**src/sv/bce_pkg.sv**
```systemverilog
`timescale 1ns / 1ps
// ----------------------------------------------------------------------------
// Bezier curve evaluator package
// Word types, function and micro-op codes, fixed widths and the exact
// division tables used to step the binomial coefficient.
// ----------------------------------------------------------------------------
package bce_pkg;

  localparam int MAX_POINTS_DEF  = 16;
  localparam int COORD_WIDTH_DEF = 32;

  localparam int FIELD_W = 32;
  localparam int T_W     = 17;
  localparam int PNOW_W  = 5;
  localparam int W_W     = 20;
  localparam int MUL_A_W = 30;
  localparam int MUL_B_W = 33;
  localparam int MUL_P_W = 64;
  localparam int BX_W    = 36;
  localparam int DIV_DEPTH = 32;
  localparam int DIV_SH_W  = 3;

  localparam logic [T_W-1:0] ONE_Q16 = T_W'(65536);

  typedef enum logic [2:0] {
    FUNC_RESET  = 3'd0,
    FUNC_SET    = 3'd1,
    FUNC_ADD    = 3'd2,
    FUNC_REMOVE = 3'd3,
    FUNC_EVAL   = 3'd4
  } bce_func_e;

  typedef enum logic [3:0] {
    OP_NONE,
    OP_UPOW,
    OP_PUPT,
    OP_BHI,
    OP_BLO,
    OP_WX,
    OP_WY,
    OP_TPOW,
    OP_BNUM,
    OP_BDIV
  } bce_op_e;

  typedef struct packed {
    logic [2:0]                func;
    logic [3:0]                point_index;
    logic signed [FIELD_W-1:0] point_x;
    logic signed [FIELD_W-1:0] point_y;
    logic [T_W-1:0]            param_t;
  } bce_in_t;

  typedef struct packed {
    logic signed [FIELD_W-1:0] curve_x;
    logic signed [FIELD_W-1:0] curve_y;
    logic                      status;
    logic [PNOW_W-1:0]         points_now;
  } bce_out_t;

  typedef struct packed {
    bce_op_e op;
    logic    start;
    logic    item;
    logic    finish;
  } bce_cmd_t;

  typedef logic [MUL_A_W-1:0]  div_inv_t [DIV_DEPTH];
  typedef logic [DIV_SH_W-1:0] div_sh_t  [DIV_DEPTH];

  // inverse of an odd value mod 2^MUL_A_W (Newton iteration)
  function automatic logic [MUL_A_W-1:0] odd_inverse(logic [MUL_A_W-1:0] d);
    logic [MUL_A_W-1:0] v;
    v = d;
    for (int j = 0; j < 5; j++) begin
      v = v * (MUL_A_W'(2) - d * v);
    end
    return v;
  endfunction

  function automatic div_inv_t div_inv_table();
    div_inv_t           tab;
    logic [MUL_A_W-1:0] d;
    for (int i = 0; i < DIV_DEPTH; i++) begin
      d = MUL_A_W'(i + 1);
      for (int s = 0; s < 6; s++) begin
        if (!d[0]) d = d >> 1;
      end
      tab[i] = odd_inverse(d);
    end
    return tab;
  endfunction

  function automatic div_sh_t div_sh_table();
    div_sh_t            tab;
    logic [MUL_A_W-1:0] d;
    logic [DIV_SH_W-1:0] n;
    for (int i = 0; i < DIV_DEPTH; i++) begin
      d = MUL_A_W'(i + 1);
      n = '0;
      for (int s = 0; s < 6; s++) begin
        if (!d[0]) begin
          d = d >> 1;
          n = n + DIV_SH_W'(1);
        end
      end
      tab[i] = n;
    end
    return tab;
  endfunction

  // divisor i+1: shift out the twos, then multiply by the odd inverse
  localparam div_inv_t DIV_INV   = div_inv_table();
  localparam div_sh_t  DIV_SHIFT = div_sh_table();

endpackage

```
**src/sv/bezier_curve_evaluator.sv**
```systemverilog
`timescale 1ns / 1ps
// ----------------------------------------------------------------------------
// Bezier curve evaluator
// Keeps 2 to MAX_POINTS signed Q16.16 control points and evaluates the curve
// at an unsigned Q1.16 parameter with Bernstein weights.
// ----------------------------------------------------------------------------
// Every input word gives exactly one result word. Reset, set, add and remove
// words finish in the accept cycle and their result appears the next cycle.
// An evaluate word over P points (n = P-1) sends all its products through one
// shared 30x33 multiplier, each issued and then written back: n for the powers
// of (1-t) and up to eight per point.
// A result word held by the output stall holds off the next input word; the
// next word can be taken in the cycle the previous result is read.
// ----------------------------------------------------------------------------
module bezier_curve_evaluator import bce_pkg::*; #(
  parameter int MAX_POINTS  = MAX_POINTS_DEF,
  parameter int COORD_WIDTH = COORD_WIDTH_DEF
) (
  input  logic     clk_i,
  input  logic     rst_ni,
  input  logic     in_valid_i,
  output logic     in_stall_o,
  input  bce_in_t  in_data_i,
  output logic     out_valid_o,
  input  logic     out_stall_i,
  output bce_out_t out_data_o
);

  localparam int CNT_W = $clog2(MAX_POINTS + 1);

  bce_cmd_t                  cmd;
  logic [CNT_W-1:0]          ptr, rev, total;
  logic [MUL_A_W-1:0]        mul_a;
  logic signed [MUL_B_W-1:0] mul_b;
  logic signed [MUL_P_W-1:0] prod;

  bce_ctrl #(
    .MAX_POINTS(MAX_POINTS)
  ) u_ctrl (
    .clk_i      (clk_i),
    .rst_ni     (rst_ni),
    .in_valid_i (in_valid_i),
    .in_stall_o (in_stall_o),
    .func_i     (in_data_i.func),
    .out_valid_o(out_valid_o),
    .out_stall_i(out_stall_i),
    .total_i    (total),
    .cmd_o      (cmd),
    .ptr_o      (ptr),
    .rev_o      (rev)
  );

  bce_dp #(
    .MAX_POINTS (MAX_POINTS),
    .COORD_WIDTH(COORD_WIDTH)
  ) u_dp (
    .clk_i     (clk_i),
    .rst_ni    (rst_ni),
    .in_data_i (in_data_i),
    .cmd_i     (cmd),
    .ptr_i     (ptr),
    .rev_i     (rev),
    .total_o   (total),
    .mul_a_o   (mul_a),
    .mul_b_o   (mul_b),
    .prod_i    (prod),
    .out_data_o(out_data_o)
  );

  bce_mul u_mul (
    .clk_i(clk_i),
    .a_i  (mul_a),
    .b_i  (mul_b),
    .p_o  (prod)
  );

endmodule

```
**src/sv/bce_mul.sv**
```systemverilog
`timescale 1ns / 1ps
// ----------------------------------------------------------------------------
// Shared multiplier
// Unsigned by signed multiply with a registered product.
// ----------------------------------------------------------------------------
module bce_mul import bce_pkg::*; (
  input  logic                      clk_i,
  input  logic [MUL_A_W-1:0]        a_i,
  input  logic signed [MUL_B_W-1:0] b_i,
  output logic signed [MUL_P_W-1:0] p_o
);

  logic signed [MUL_P_W-1:0] p_q;

  always_ff @(posedge clk_i) begin
    p_q <= $signed({1'b0, a_i}) * b_i;
  end

  assign p_o = p_q;

endmodule

```
**src/sv/bce_dp.sv**
```systemverilog
`timescale 1ns / 1ps
// ----------------------------------------------------------------------------
// Bezier datapath
// Control point table, power and weight registers, accumulators and the
// result word register. Product write-back follows the op issued last cycle.
// ----------------------------------------------------------------------------
module bce_dp import bce_pkg::*; #(
  parameter int MAX_POINTS  = MAX_POINTS_DEF,
  parameter int COORD_WIDTH = COORD_WIDTH_DEF,
  localparam int CNT_W = $clog2(MAX_POINTS + 1),
  localparam int IDX_W = $clog2(MAX_POINTS)
) (
  input  logic                      clk_i,
  input  logic                      rst_ni,
  input  bce_in_t                   in_data_i,
  input  bce_cmd_t                  cmd_i,
  input  logic [CNT_W-1:0]          ptr_i,
  input  logic [CNT_W-1:0]          rev_i,
  output logic [CNT_W-1:0]          total_o,
  output logic [MUL_A_W-1:0]        mul_a_o,
  output logic signed [MUL_B_W-1:0] mul_b_o,
  input  logic signed [MUL_P_W-1:0] prod_i,
  output bce_out_t                  out_data_o
);

  localparam int ACC_W = 36 + $clog2(MAX_POINTS);
  localparam int SUM_W = ((ACC_W > COORD_WIDTH) ? ACC_W : COORD_WIDTH) + 1;
  localparam logic signed [SUM_W-1:0] SAT_HI =
    (SUM_W'(1) <<< (COORD_WIDTH - 1)) - SUM_W'(1);
  localparam logic signed [SUM_W-1:0] SAT_LO = -SAT_HI - SUM_W'(1);

  logic [CNT_W-1:0]          total_q, total_d;
  logic [MAX_POINTS-1:0]     valid_q;
  bce_op_e                   op_q;
  logic signed [FIELD_W-1:0] ctrl_x_q [MAX_POINTS];
  logic signed [FIELD_W-1:0] ctrl_y_q [MAX_POINTS];
  logic [T_W-1:0]            upow_q [MAX_POINTS];
  logic [T_W-1:0]            t_q, u_q, r_q, tpow_q;
  logic [MUL_A_W-1:0]        binom_q;
  logic [2*T_W-2:0]          p1_q;
  logic [W_W-1:0]            wa_q, w_q;
  logic [BX_W-1:0]           bx_q, bsh;
  logic signed [ACC_W-1:0]   sx_q, sy_q;
  bce_out_t                  out_q;

  logic                      item_bad, wr_en, clr;
  logic [IDX_W-1:0]          wr_idx, rd_idx, rev_idx;
  logic signed [FIELD_W-1:0] cx_rd, cy_rd;
  logic [T_W-1:0]            t_clamp;
  logic signed [MUL_P_W-1:0] prod_rnd, prod_shr;
  logic [T_W-1:0]            pow_rnd;
  logic signed [SUM_W-1:0]   sx_ext, sy_ext, sat_x, sat_y;

  assign rd_idx  = ptr_i[IDX_W-1:0];
  assign rev_idx = rev_i[IDX_W-1:0];
  assign cx_rd   = valid_q[rd_idx] ? ctrl_x_q[rd_idx] : '0;
  assign cy_rd   = valid_q[rd_idx] ? ctrl_y_q[rd_idx] : '0;
  assign t_clamp = (in_data_i.param_t > ONE_Q16) ? ONE_Q16 : in_data_i.param_t;
  assign bsh     = bx_q >> DIV_SHIFT[5'(ptr_i)];

  assign prod_rnd = prod_i + MUL_P_W'(32768);
  assign prod_shr = prod_rnd >>> 16;
  assign pow_rnd  = prod_rnd[T_W+15:16];

  always_comb begin
    mul_a_o = '0;
    mul_b_o = '0;
    unique case (cmd_i.op)
      OP_UPOW: begin
        mul_a_o = MUL_A_W'(r_q);
        mul_b_o = MUL_B_W'(u_q);
      end
      OP_PUPT: begin
        mul_a_o = MUL_A_W'(upow_q[rev_idx]);
        mul_b_o = MUL_B_W'(tpow_q);
      end
      OP_BHI: begin
        mul_a_o = binom_q;
        mul_b_o = MUL_B_W'(p1_q[2*T_W-2:16]);
      end
      OP_BLO: begin
        mul_a_o = binom_q;
        mul_b_o = MUL_B_W'(p1_q[15:0]);
      end
      OP_WX: begin
        mul_a_o = MUL_A_W'(w_q);
        mul_b_o = MUL_B_W'(cx_rd);
      end
      OP_WY: begin
        mul_a_o = MUL_A_W'(w_q);
        mul_b_o = MUL_B_W'(cy_rd);
      end
      OP_TPOW: begin
        mul_a_o = MUL_A_W'(tpow_q);
        mul_b_o = MUL_B_W'(t_q);
      end
      OP_BNUM: begin
        mul_a_o = binom_q;
        mul_b_o = MUL_B_W'(rev_i);
      end
      OP_BDIV: begin
        mul_a_o = DIV_INV[5'(ptr_i)];
        mul_b_o = MUL_B_W'(bsh[MUL_A_W-1:0]);
      end
      default: ;
    endcase
  end

  // table item decode
  always_comb begin
    total_d  = total_q;
    item_bad = 1'b0;
    wr_en    = 1'b0;
    clr      = 1'b0;
    wr_idx   = '0;
    unique case (in_data_i.func)
      FUNC_RESET: begin
        total_d = CNT_W'(2);
        clr     = 1'b1;
      end
      FUNC_SET: begin
        wr_idx = IDX_W'(in_data_i.point_index);
        if (32'(in_data_i.point_index) < 32'(total_q)) wr_en = 1'b1;
        else item_bad = 1'b1;
      end
      FUNC_ADD: begin
        wr_idx = total_q[IDX_W-1:0];
        if (32'(total_q) < 32'(MAX_POINTS)) begin
          wr_en   = 1'b1;
          total_d = total_q + CNT_W'(1);
        end else begin
          item_bad = 1'b1;
        end
      end
      FUNC_REMOVE: begin
        if (total_q > CNT_W'(2)) total_d = total_q - CNT_W'(1);
        else item_bad = 1'b1;
      end
      FUNC_EVAL: ;
      default: item_bad = 1'b1;
    endcase
    if (!cmd_i.item) begin
      wr_en = 1'b0;
      clr   = 1'b0;
    end
  end

  always_ff @(posedge clk_i or negedge rst_ni) begin
    if (!rst_ni) begin
      total_q <= CNT_W'(2);
      valid_q <= '0;
      op_q    <= OP_NONE;
    end else begin
      op_q <= cmd_i.op;
      if (cmd_i.item) total_q <= total_d;
      if (clr) valid_q <= '0;
      else if (wr_en) valid_q[wr_idx] <= 1'b1;
    end
  end

  always_ff @(posedge clk_i) begin
    if (wr_en) begin
      ctrl_x_q[wr_idx] <= in_data_i.point_x;
      ctrl_y_q[wr_idx] <= in_data_i.point_y;
    end
    if (cmd_i.start) begin
      t_q       <= t_clamp;
      u_q       <= ONE_Q16 - t_clamp;
      r_q       <= ONE_Q16;
      upow_q[0] <= ONE_Q16;
      tpow_q    <= ONE_Q16;
      binom_q   <= MUL_A_W'(1);
      sx_q      <= '0;
      sy_q      <= '0;
    end else begin
      unique case (op_q)
        OP_UPOW: begin
          r_q             <= pow_rnd;
          upow_q[rd_idx]  <= pow_rnd;
        end
        OP_PUPT: p1_q    <= prod_i[2*T_W-2:0];
        OP_BHI:  wa_q    <= prod_i[W_W-1:0];
        OP_BLO:  w_q     <= wa_q + prod_shr[W_W-1:0];
        OP_WX:   sx_q    <= sx_q + prod_shr[ACC_W-1:0];
        OP_WY:   sy_q    <= sy_q + prod_shr[ACC_W-1:0];
        OP_TPOW: tpow_q  <= pow_rnd;
        OP_BNUM: bx_q    <= prod_i[BX_W-1:0];
        OP_BDIV: binom_q <= prod_i[MUL_A_W-1:0];
        default: ;
      endcase
    end
  end

  assign sx_ext = SUM_W'(sx_q);
  assign sy_ext = SUM_W'(sy_q);
  assign sat_x  = (sx_ext > SAT_HI) ? SAT_HI : ((sx_ext < SAT_LO) ? SAT_LO : sx_ext);
  assign sat_y  = (sy_ext > SAT_HI) ? SAT_HI : ((sy_ext < SAT_LO) ? SAT_LO : sy_ext);

  always_ff @(posedge clk_i) begin
    if (cmd_i.item) begin
      out_q.curve_x    <= '0;
      out_q.curve_y    <= '0;
      out_q.status     <= item_bad;
      out_q.points_now <= PNOW_W'(total_d);
    end else if (cmd_i.finish) begin
      out_q.curve_x    <= sat_x[FIELD_W-1:0];
      out_q.curve_y    <= sat_y[FIELD_W-1:0];
      out_q.status     <= 1'b0;
      out_q.points_now <= PNOW_W'(total_q);
    end
  end

  assign total_o    = total_q;
  assign out_data_o = out_q;

endmodule

```
**src/sv/bce_ctrl.sv**
```systemverilog
`timescale 1ns / 1ps
// ----------------------------------------------------------------------------
// Bezier controller
// Accepts words, sequences the evaluate micro-ops (issue, then write-back)
// and owns the output word valid.
// ----------------------------------------------------------------------------
module bce_ctrl import bce_pkg::*; #(
  parameter int MAX_POINTS = MAX_POINTS_DEF,
  localparam int CNT_W = $clog2(MAX_POINTS + 1)
) (
  input  logic             clk_i,
  input  logic             rst_ni,
  input  logic             in_valid_i,
  output logic             in_stall_o,
  input  logic [2:0]       func_i,
  output logic             out_valid_o,
  input  logic             out_stall_i,
  input  logic [CNT_W-1:0] total_i,
  output bce_cmd_t         cmd_o,
  output logic [CNT_W-1:0] ptr_o,
  output logic [CNT_W-1:0] rev_o
);

  typedef enum logic [3:0] {
    S_IDLE, S_UPOW, S_PUPT, S_BHI, S_BLO, S_WX, S_WY,
    S_TPOW, S_BNUM, S_BDIV, S_FIN
  } state_e;

  state_e           state_q;
  logic             gap_q;
  logic             out_valid_q, out_valid_d;
  logic [CNT_W-1:0] n_q, cnt_q;
  logic             slot_free, accept, is_eval;
  bce_op_e          step_op;

  assign slot_free = !out_valid_q || !out_stall_i;
  assign in_stall_o = !((state_q == S_IDLE) && slot_free);
  assign accept    = in_valid_i && !in_stall_o;
  assign is_eval   = (func_i == FUNC_EVAL);

  always_comb begin
    unique case (state_q)
      S_UPOW:  step_op = OP_UPOW;
      S_PUPT:  step_op = OP_PUPT;
      S_BHI:   step_op = OP_BHI;
      S_BLO:   step_op = OP_BLO;
      S_WX:    step_op = OP_WX;
      S_WY:    step_op = OP_WY;
      S_TPOW:  step_op = OP_TPOW;
      S_BNUM:  step_op = OP_BNUM;
      S_BDIV:  step_op = OP_BDIV;
      default: step_op = OP_NONE;
    endcase
  end

  assign cmd_o.op     = gap_q ? OP_NONE : step_op;
  assign cmd_o.start  = accept && is_eval;
  assign cmd_o.item   = accept && !is_eval;
  assign cmd_o.finish = (state_q == S_FIN) && slot_free;
  assign ptr_o        = cnt_q;
  assign rev_o        = n_q - cnt_q;
  assign out_valid_o  = out_valid_q;

  assign out_valid_d = (out_valid_q && out_stall_i) || (accept && !is_eval) ||
                       ((state_q == S_FIN) && slot_free);

  always_ff @(posedge clk_i or negedge rst_ni) begin
    if (!rst_ni) begin
      state_q     <= S_IDLE;
      gap_q       <= 1'b0;
      out_valid_q <= 1'b0;
      n_q         <= '0;
      cnt_q       <= '0;
    end else begin
      out_valid_q <= out_valid_d;
      unique case (state_q)
        S_IDLE: begin
          if (accept && is_eval) begin
            n_q     <= total_i - CNT_W'(1);
            cnt_q   <= CNT_W'(1);
            gap_q   <= 1'b0;
            state_q <= S_UPOW;
          end
        end
        S_FIN: begin
          if (slot_free) state_q <= S_IDLE;
        end
        default: begin
          if (!gap_q) begin
            gap_q <= 1'b1;
          end else begin
            gap_q <= 1'b0;
            unique case (state_q)
              S_UPOW: begin
                if (cnt_q == n_q) begin
                  cnt_q   <= '0;
                  state_q <= S_PUPT;
                end else begin
                  cnt_q <= cnt_q + CNT_W'(1);
                end
              end
              S_PUPT: state_q <= S_BHI;
              S_BHI:  state_q <= S_BLO;
              S_BLO:  state_q <= S_WX;
              S_WX:   state_q <= S_WY;
              S_WY:   state_q <= (cnt_q == n_q) ? S_FIN : S_TPOW;
              S_TPOW: state_q <= S_BNUM;
              S_BNUM: state_q <= S_BDIV;
              S_BDIV: begin
                cnt_q   <= cnt_q + CNT_W'(1);
                state_q <= S_PUPT;
              end
              default: state_q <= S_IDLE;
            endcase
          end
        end
      endcase
    end
  end

endmodule

```
**config.mk**
```make
export PLATFORM = sky130hd
export DESIGN_NAME = bezier_curve_evaluator
export DESIGN_NICKNAME = d
export VERILOG_FILES = /design/src/sv/bce_pkg.sv /design/src/sv/bezier_curve_evaluator.sv /design/src/sv/bce_mul.sv /design/src/sv/bce_dp.sv /design/src/sv/bce_ctrl.sv
export SDC_FILE = /design/constraint.sdc
export NUM_CORES = 2
export LEC_CHECK = 0
export CORE_MARGIN = 3
export CORE_UTILIZATION = 50
export CTS_CLUSTER_DIAMETER = 50
export DETAILED_ROUTE_END_ITERATION = 16
export DONT_BUFFER_PORTS = 1
export GPL_TIMING_DRIVEN = 0
export HOLD_SLACK_MARGIN = 0.03
export PLACE_DENSITY = 0.7
export SYNTH_ARGS = -nofsm -noshare
export SYNTH_HDL_FRONTEND = slang
export SYNTH_HIERARCHICAL = 1
export SYNTH_SLANG_ARGS = --single-unit
```
**constraint.sdc**
```tcl
create_clock -name clk_i -period 15.22 [get_ports clk_i]
set_input_delay 3.044 -clock clk_i [delete_from_list [all_inputs] [get_ports clk_i]]
set_output_delay 3.044 -clock clk_i [all_outputs]
set_load 0.1 [all_outputs]
```
==> Implementation_results.wiki <==
{| class="wikitable"
! Metric !! Value
|-
| Antenna viol nets, final || 0
|-
| Number of search-and-repair iterations in the first detailed-routing pass || 9
|-
| Slew at the pin closest to its max-slew limit || approximately 1.5 ns
|-
| Max Fanout on Critical Path || 13
|-
| Final-report hold violation count || 0
|-
| Arr. time, crit path || 15.53 ns
|-
| WL per Instance || just over 30 um
|-
| Die span in y || roughly 470 um
|-
| Crit. End Element || flip-flop
|-
| Via count of the first global-routing pass || 70800
|-
| Drt first-iter violations || 8748
|-
| Clock tree from TritonCTS || yes
|-
| Total half-perimeter wirelength after legalization and detailed placement || 258000 um
|-
| Global placement routability congestion || ~1.0
|-
| Worst min-delay path class || reg -> reg
|-
| Unrepaired setup endpoints after global routing || no
|-
| Synthesis-to-finish area growth || 10.1%
|-
| Post-CTS setup buffers || 0
|-
| Minimum setup slack among reg-to-reg paths || 0.35 ns
|-
| Leading cell types in the layout, fill and taps excluded || edfxtp_1 (1443), fa_1 (968), inv_1 (838), nand2_1 (801), and2_1 (609)
|-
| Max Cap Viol || 0
|-
| Top delay family on crit path || adder cells
|-
| Worst Path Buf+Inv || 10
|-
| Horizontal die dimension || around 470 um
|-
| I/O pin cnt || around 160
|-
| Count of nets after finishing || about 10000
|-
| Skew-Pair Late Insertion Delay || slightly below 0.9 ns
|-
| Average footprint of a synthesized cell || between 10 and 15 um^2
|-
| Max Root-Sink Buffers || 3
|-
| Slew margin rel. || about 2.5%
|-
| Root Buffer Master || clkbuf_16
|-
| Count of hold buffers inserted by post-cts repair || 0
|-
| Post-route DRC violation count || 0
|-
| TritonCTS buffer count || 185
|-
| Startpoint Class || flip-flop
|-
| Worst clock skew on the final layout || just under 0.09 ns
|-
| Wire length after detailed routing || 346000 um
|-
| Fmax achieved || approximately 0.067 GHz
|-
| Number of instances resized during post-cts repair || 0
|-
| Layout cell share with drive strength beyond 1 || between 10% and 20%
|-
| Initial standard-cell utilization of the core || about half
|-
| Net count after synthesis || 9493
|-
| Vias after detailed routing || approximately 70000
|-
| Sum of overflow across all layers after global routing || 0
|-
| Register clock-pin slew on the reported worst setup and hold paths || ~0.06 ns
|-
| Via count normalized by instance count || a little over 6
|-
| Crit path required time || roughly 16 ns
|-
| Area of the die || 0.219 mm^2
|-
| Post-Syn Instances || 8135
|-
| Critical-path cell with the highest stage delay || clkbuf_1
|-
| Htree depth || 4
|-
| Aggregate global-route resource usage || between 30% and 40%
|-
| Number of sinks driven by the clock tree || approximately 1700
|-
| Number of warning messages in the yosys log || 6
|-
| Outcome || completed
|-
| Shortest period the worst path allows || about 15 ns
|-
| Wire length of the first global-routing pass || approximately 500000 um
|-
| Number of pins with negative max-slew slack in the final report || 0
|-
| Port-buffer cells || 0
|-
| Number of antenna violations at the first check in global routing || 16
|-
| Placeable core region || ~0.21 mm^2
|-
| Fill cell total of the finished layout || between 15000 and 20000
|-
| Synth Cell Area || 0.107 mm^2
|-
| Largest net degree at the start of global routing || 42
|-
| Final setup violation count || 0
|-
| Final sum of negative setup slack || 0 ns
|-
| Max stage delay on crit path || 0.95 ns
|-
| Startpoint-to-endpoint class of the critical path || reg -> reg
|-
| Most common cell type on the critical path || fa_1
|-
| Final critical-path share of the clock period || between 90% and 100%
|-
| Most common library cell in the layout ignoring fill and taps || edfxtp_1
|-
| Row Count || about 170
|}
## per-stage QoR
step / instance area (um^2) / cells / hold WS [ns] / utilization [%] / setup slack, ns
2_1_floorplan: 107000 / 8135 / 0.427 / - / 3.11
4_1_cts: 117000 / 11300 / 0.456 / 55.7 / 0.483
6_report: 117000 / 11400 / 0.457 / 55.7 / 0.349
3_5_place_dp: 111000 / 11000 / 0.444 / 52.8 / 0.556
3_3_place_gp: 110000 / 10900 / 0.437 / 52.2 / -7.62
5_1_grt: 117000 / 11300 / 0.469 / 55.7 / 0.0807
## routing by layer
| metal | GRT usage [%] | part of all wire, % | up-vias |
|---|---|---|---|
| met3 | 9.51 | 12 | 864 |
| li1 | - | - | 28900 |
| met4 | 14.4 | 5.3 | 8 |
| met2 | 49.9 | 46 | 4319 |
| met1 | 41.1 | 37 | 36000 |
| met5 | 0 | 0.016 | - |
## worst register-to-register path, delay by kind of cell (launching register included)
family | cells | cell delay [ns]
AOI/OAI and AO/OA | 4 | 1.95
xor gates and xnor gates | 1 | 0.42
adders and majority gates | 10 | 5.05
buffers and inverters | 10 | 4.00
DFF | 1 | 0.76
muxes | 2 | 0.96
and+or+nand+nor | 6 | 1.54
## area by class of cell
| cell class | count | area [um^2] | area share, % |
|---|---|---|---|
| Antenna cell | 13 | 32.5 | 0.0277 |
| Buffer | 473 | 1920 | 1.64 |
| Clock buffer | 228 | 4800 | 4.09 |
| Clock inverter | 114 | 1330 | 1.13 |
| Inverter | 841 | 3160 | 2.69 |
| Multi-Input combinational cell | 5072 | 51900 | 44.3 |
| Sequential cell | 1748 | 49600 | 42.3 |
| Tap cell | 2805 | 3510 | 2.99 |
| Timing Repair Buffer | 61 | 980 | 0.835 |
## registers in the layout, summed over array words and instances (netlist names), 20 cells and up
signal / flops
u_dp/ctrl_y_q: 512
u_dp/upow_q: 272
u_dp/p1_q: 33
u_dp/w_q: 20
u_dp/out_data_o: 70
u_dp/binom_q: 30
u_dp/wa_q: 20
u_mul/p_o: 56
u_dp/bx_q: 35
u_dp/sy_q: 40
u_dp/sx_q: 40
u_dp/ctrl_x_q: 512
## final timing paths
kind,start,endpoint,depth (start not counted)
hold reg to reg,u_dp/binom_q[9]$_SDFFE_PP0N_,u_dp/binom_q[9]$_SDFFE_PP0N_,2
setup / recovery,u_ctrl/ptr_o[1]$_DFFE_PN0P_,u_mul/p_o[54]$_DFF_P_,33
setup reg to reg,u_ctrl/ptr_o[1]$_DFFE_PN0P_,u_mul/p_o[54]$_DFF_P_,33
min in group asynchronous,rst_ni,u_dp/op_q[1]$_DFF_PN0_,0
hold / removal,u_dp/binom_q[9]$_SDFFE_PP0N_,u_dp/binom_q[9]$_SDFFE_PP0N_,2
max in group asynchronous,rst_ni,u_dp/total_o[1]$_DFFE_PN1P_,0
Power is not shown: default switching activity piles up to over one toggle a cycle in this logic, so the estimate is an artifact.
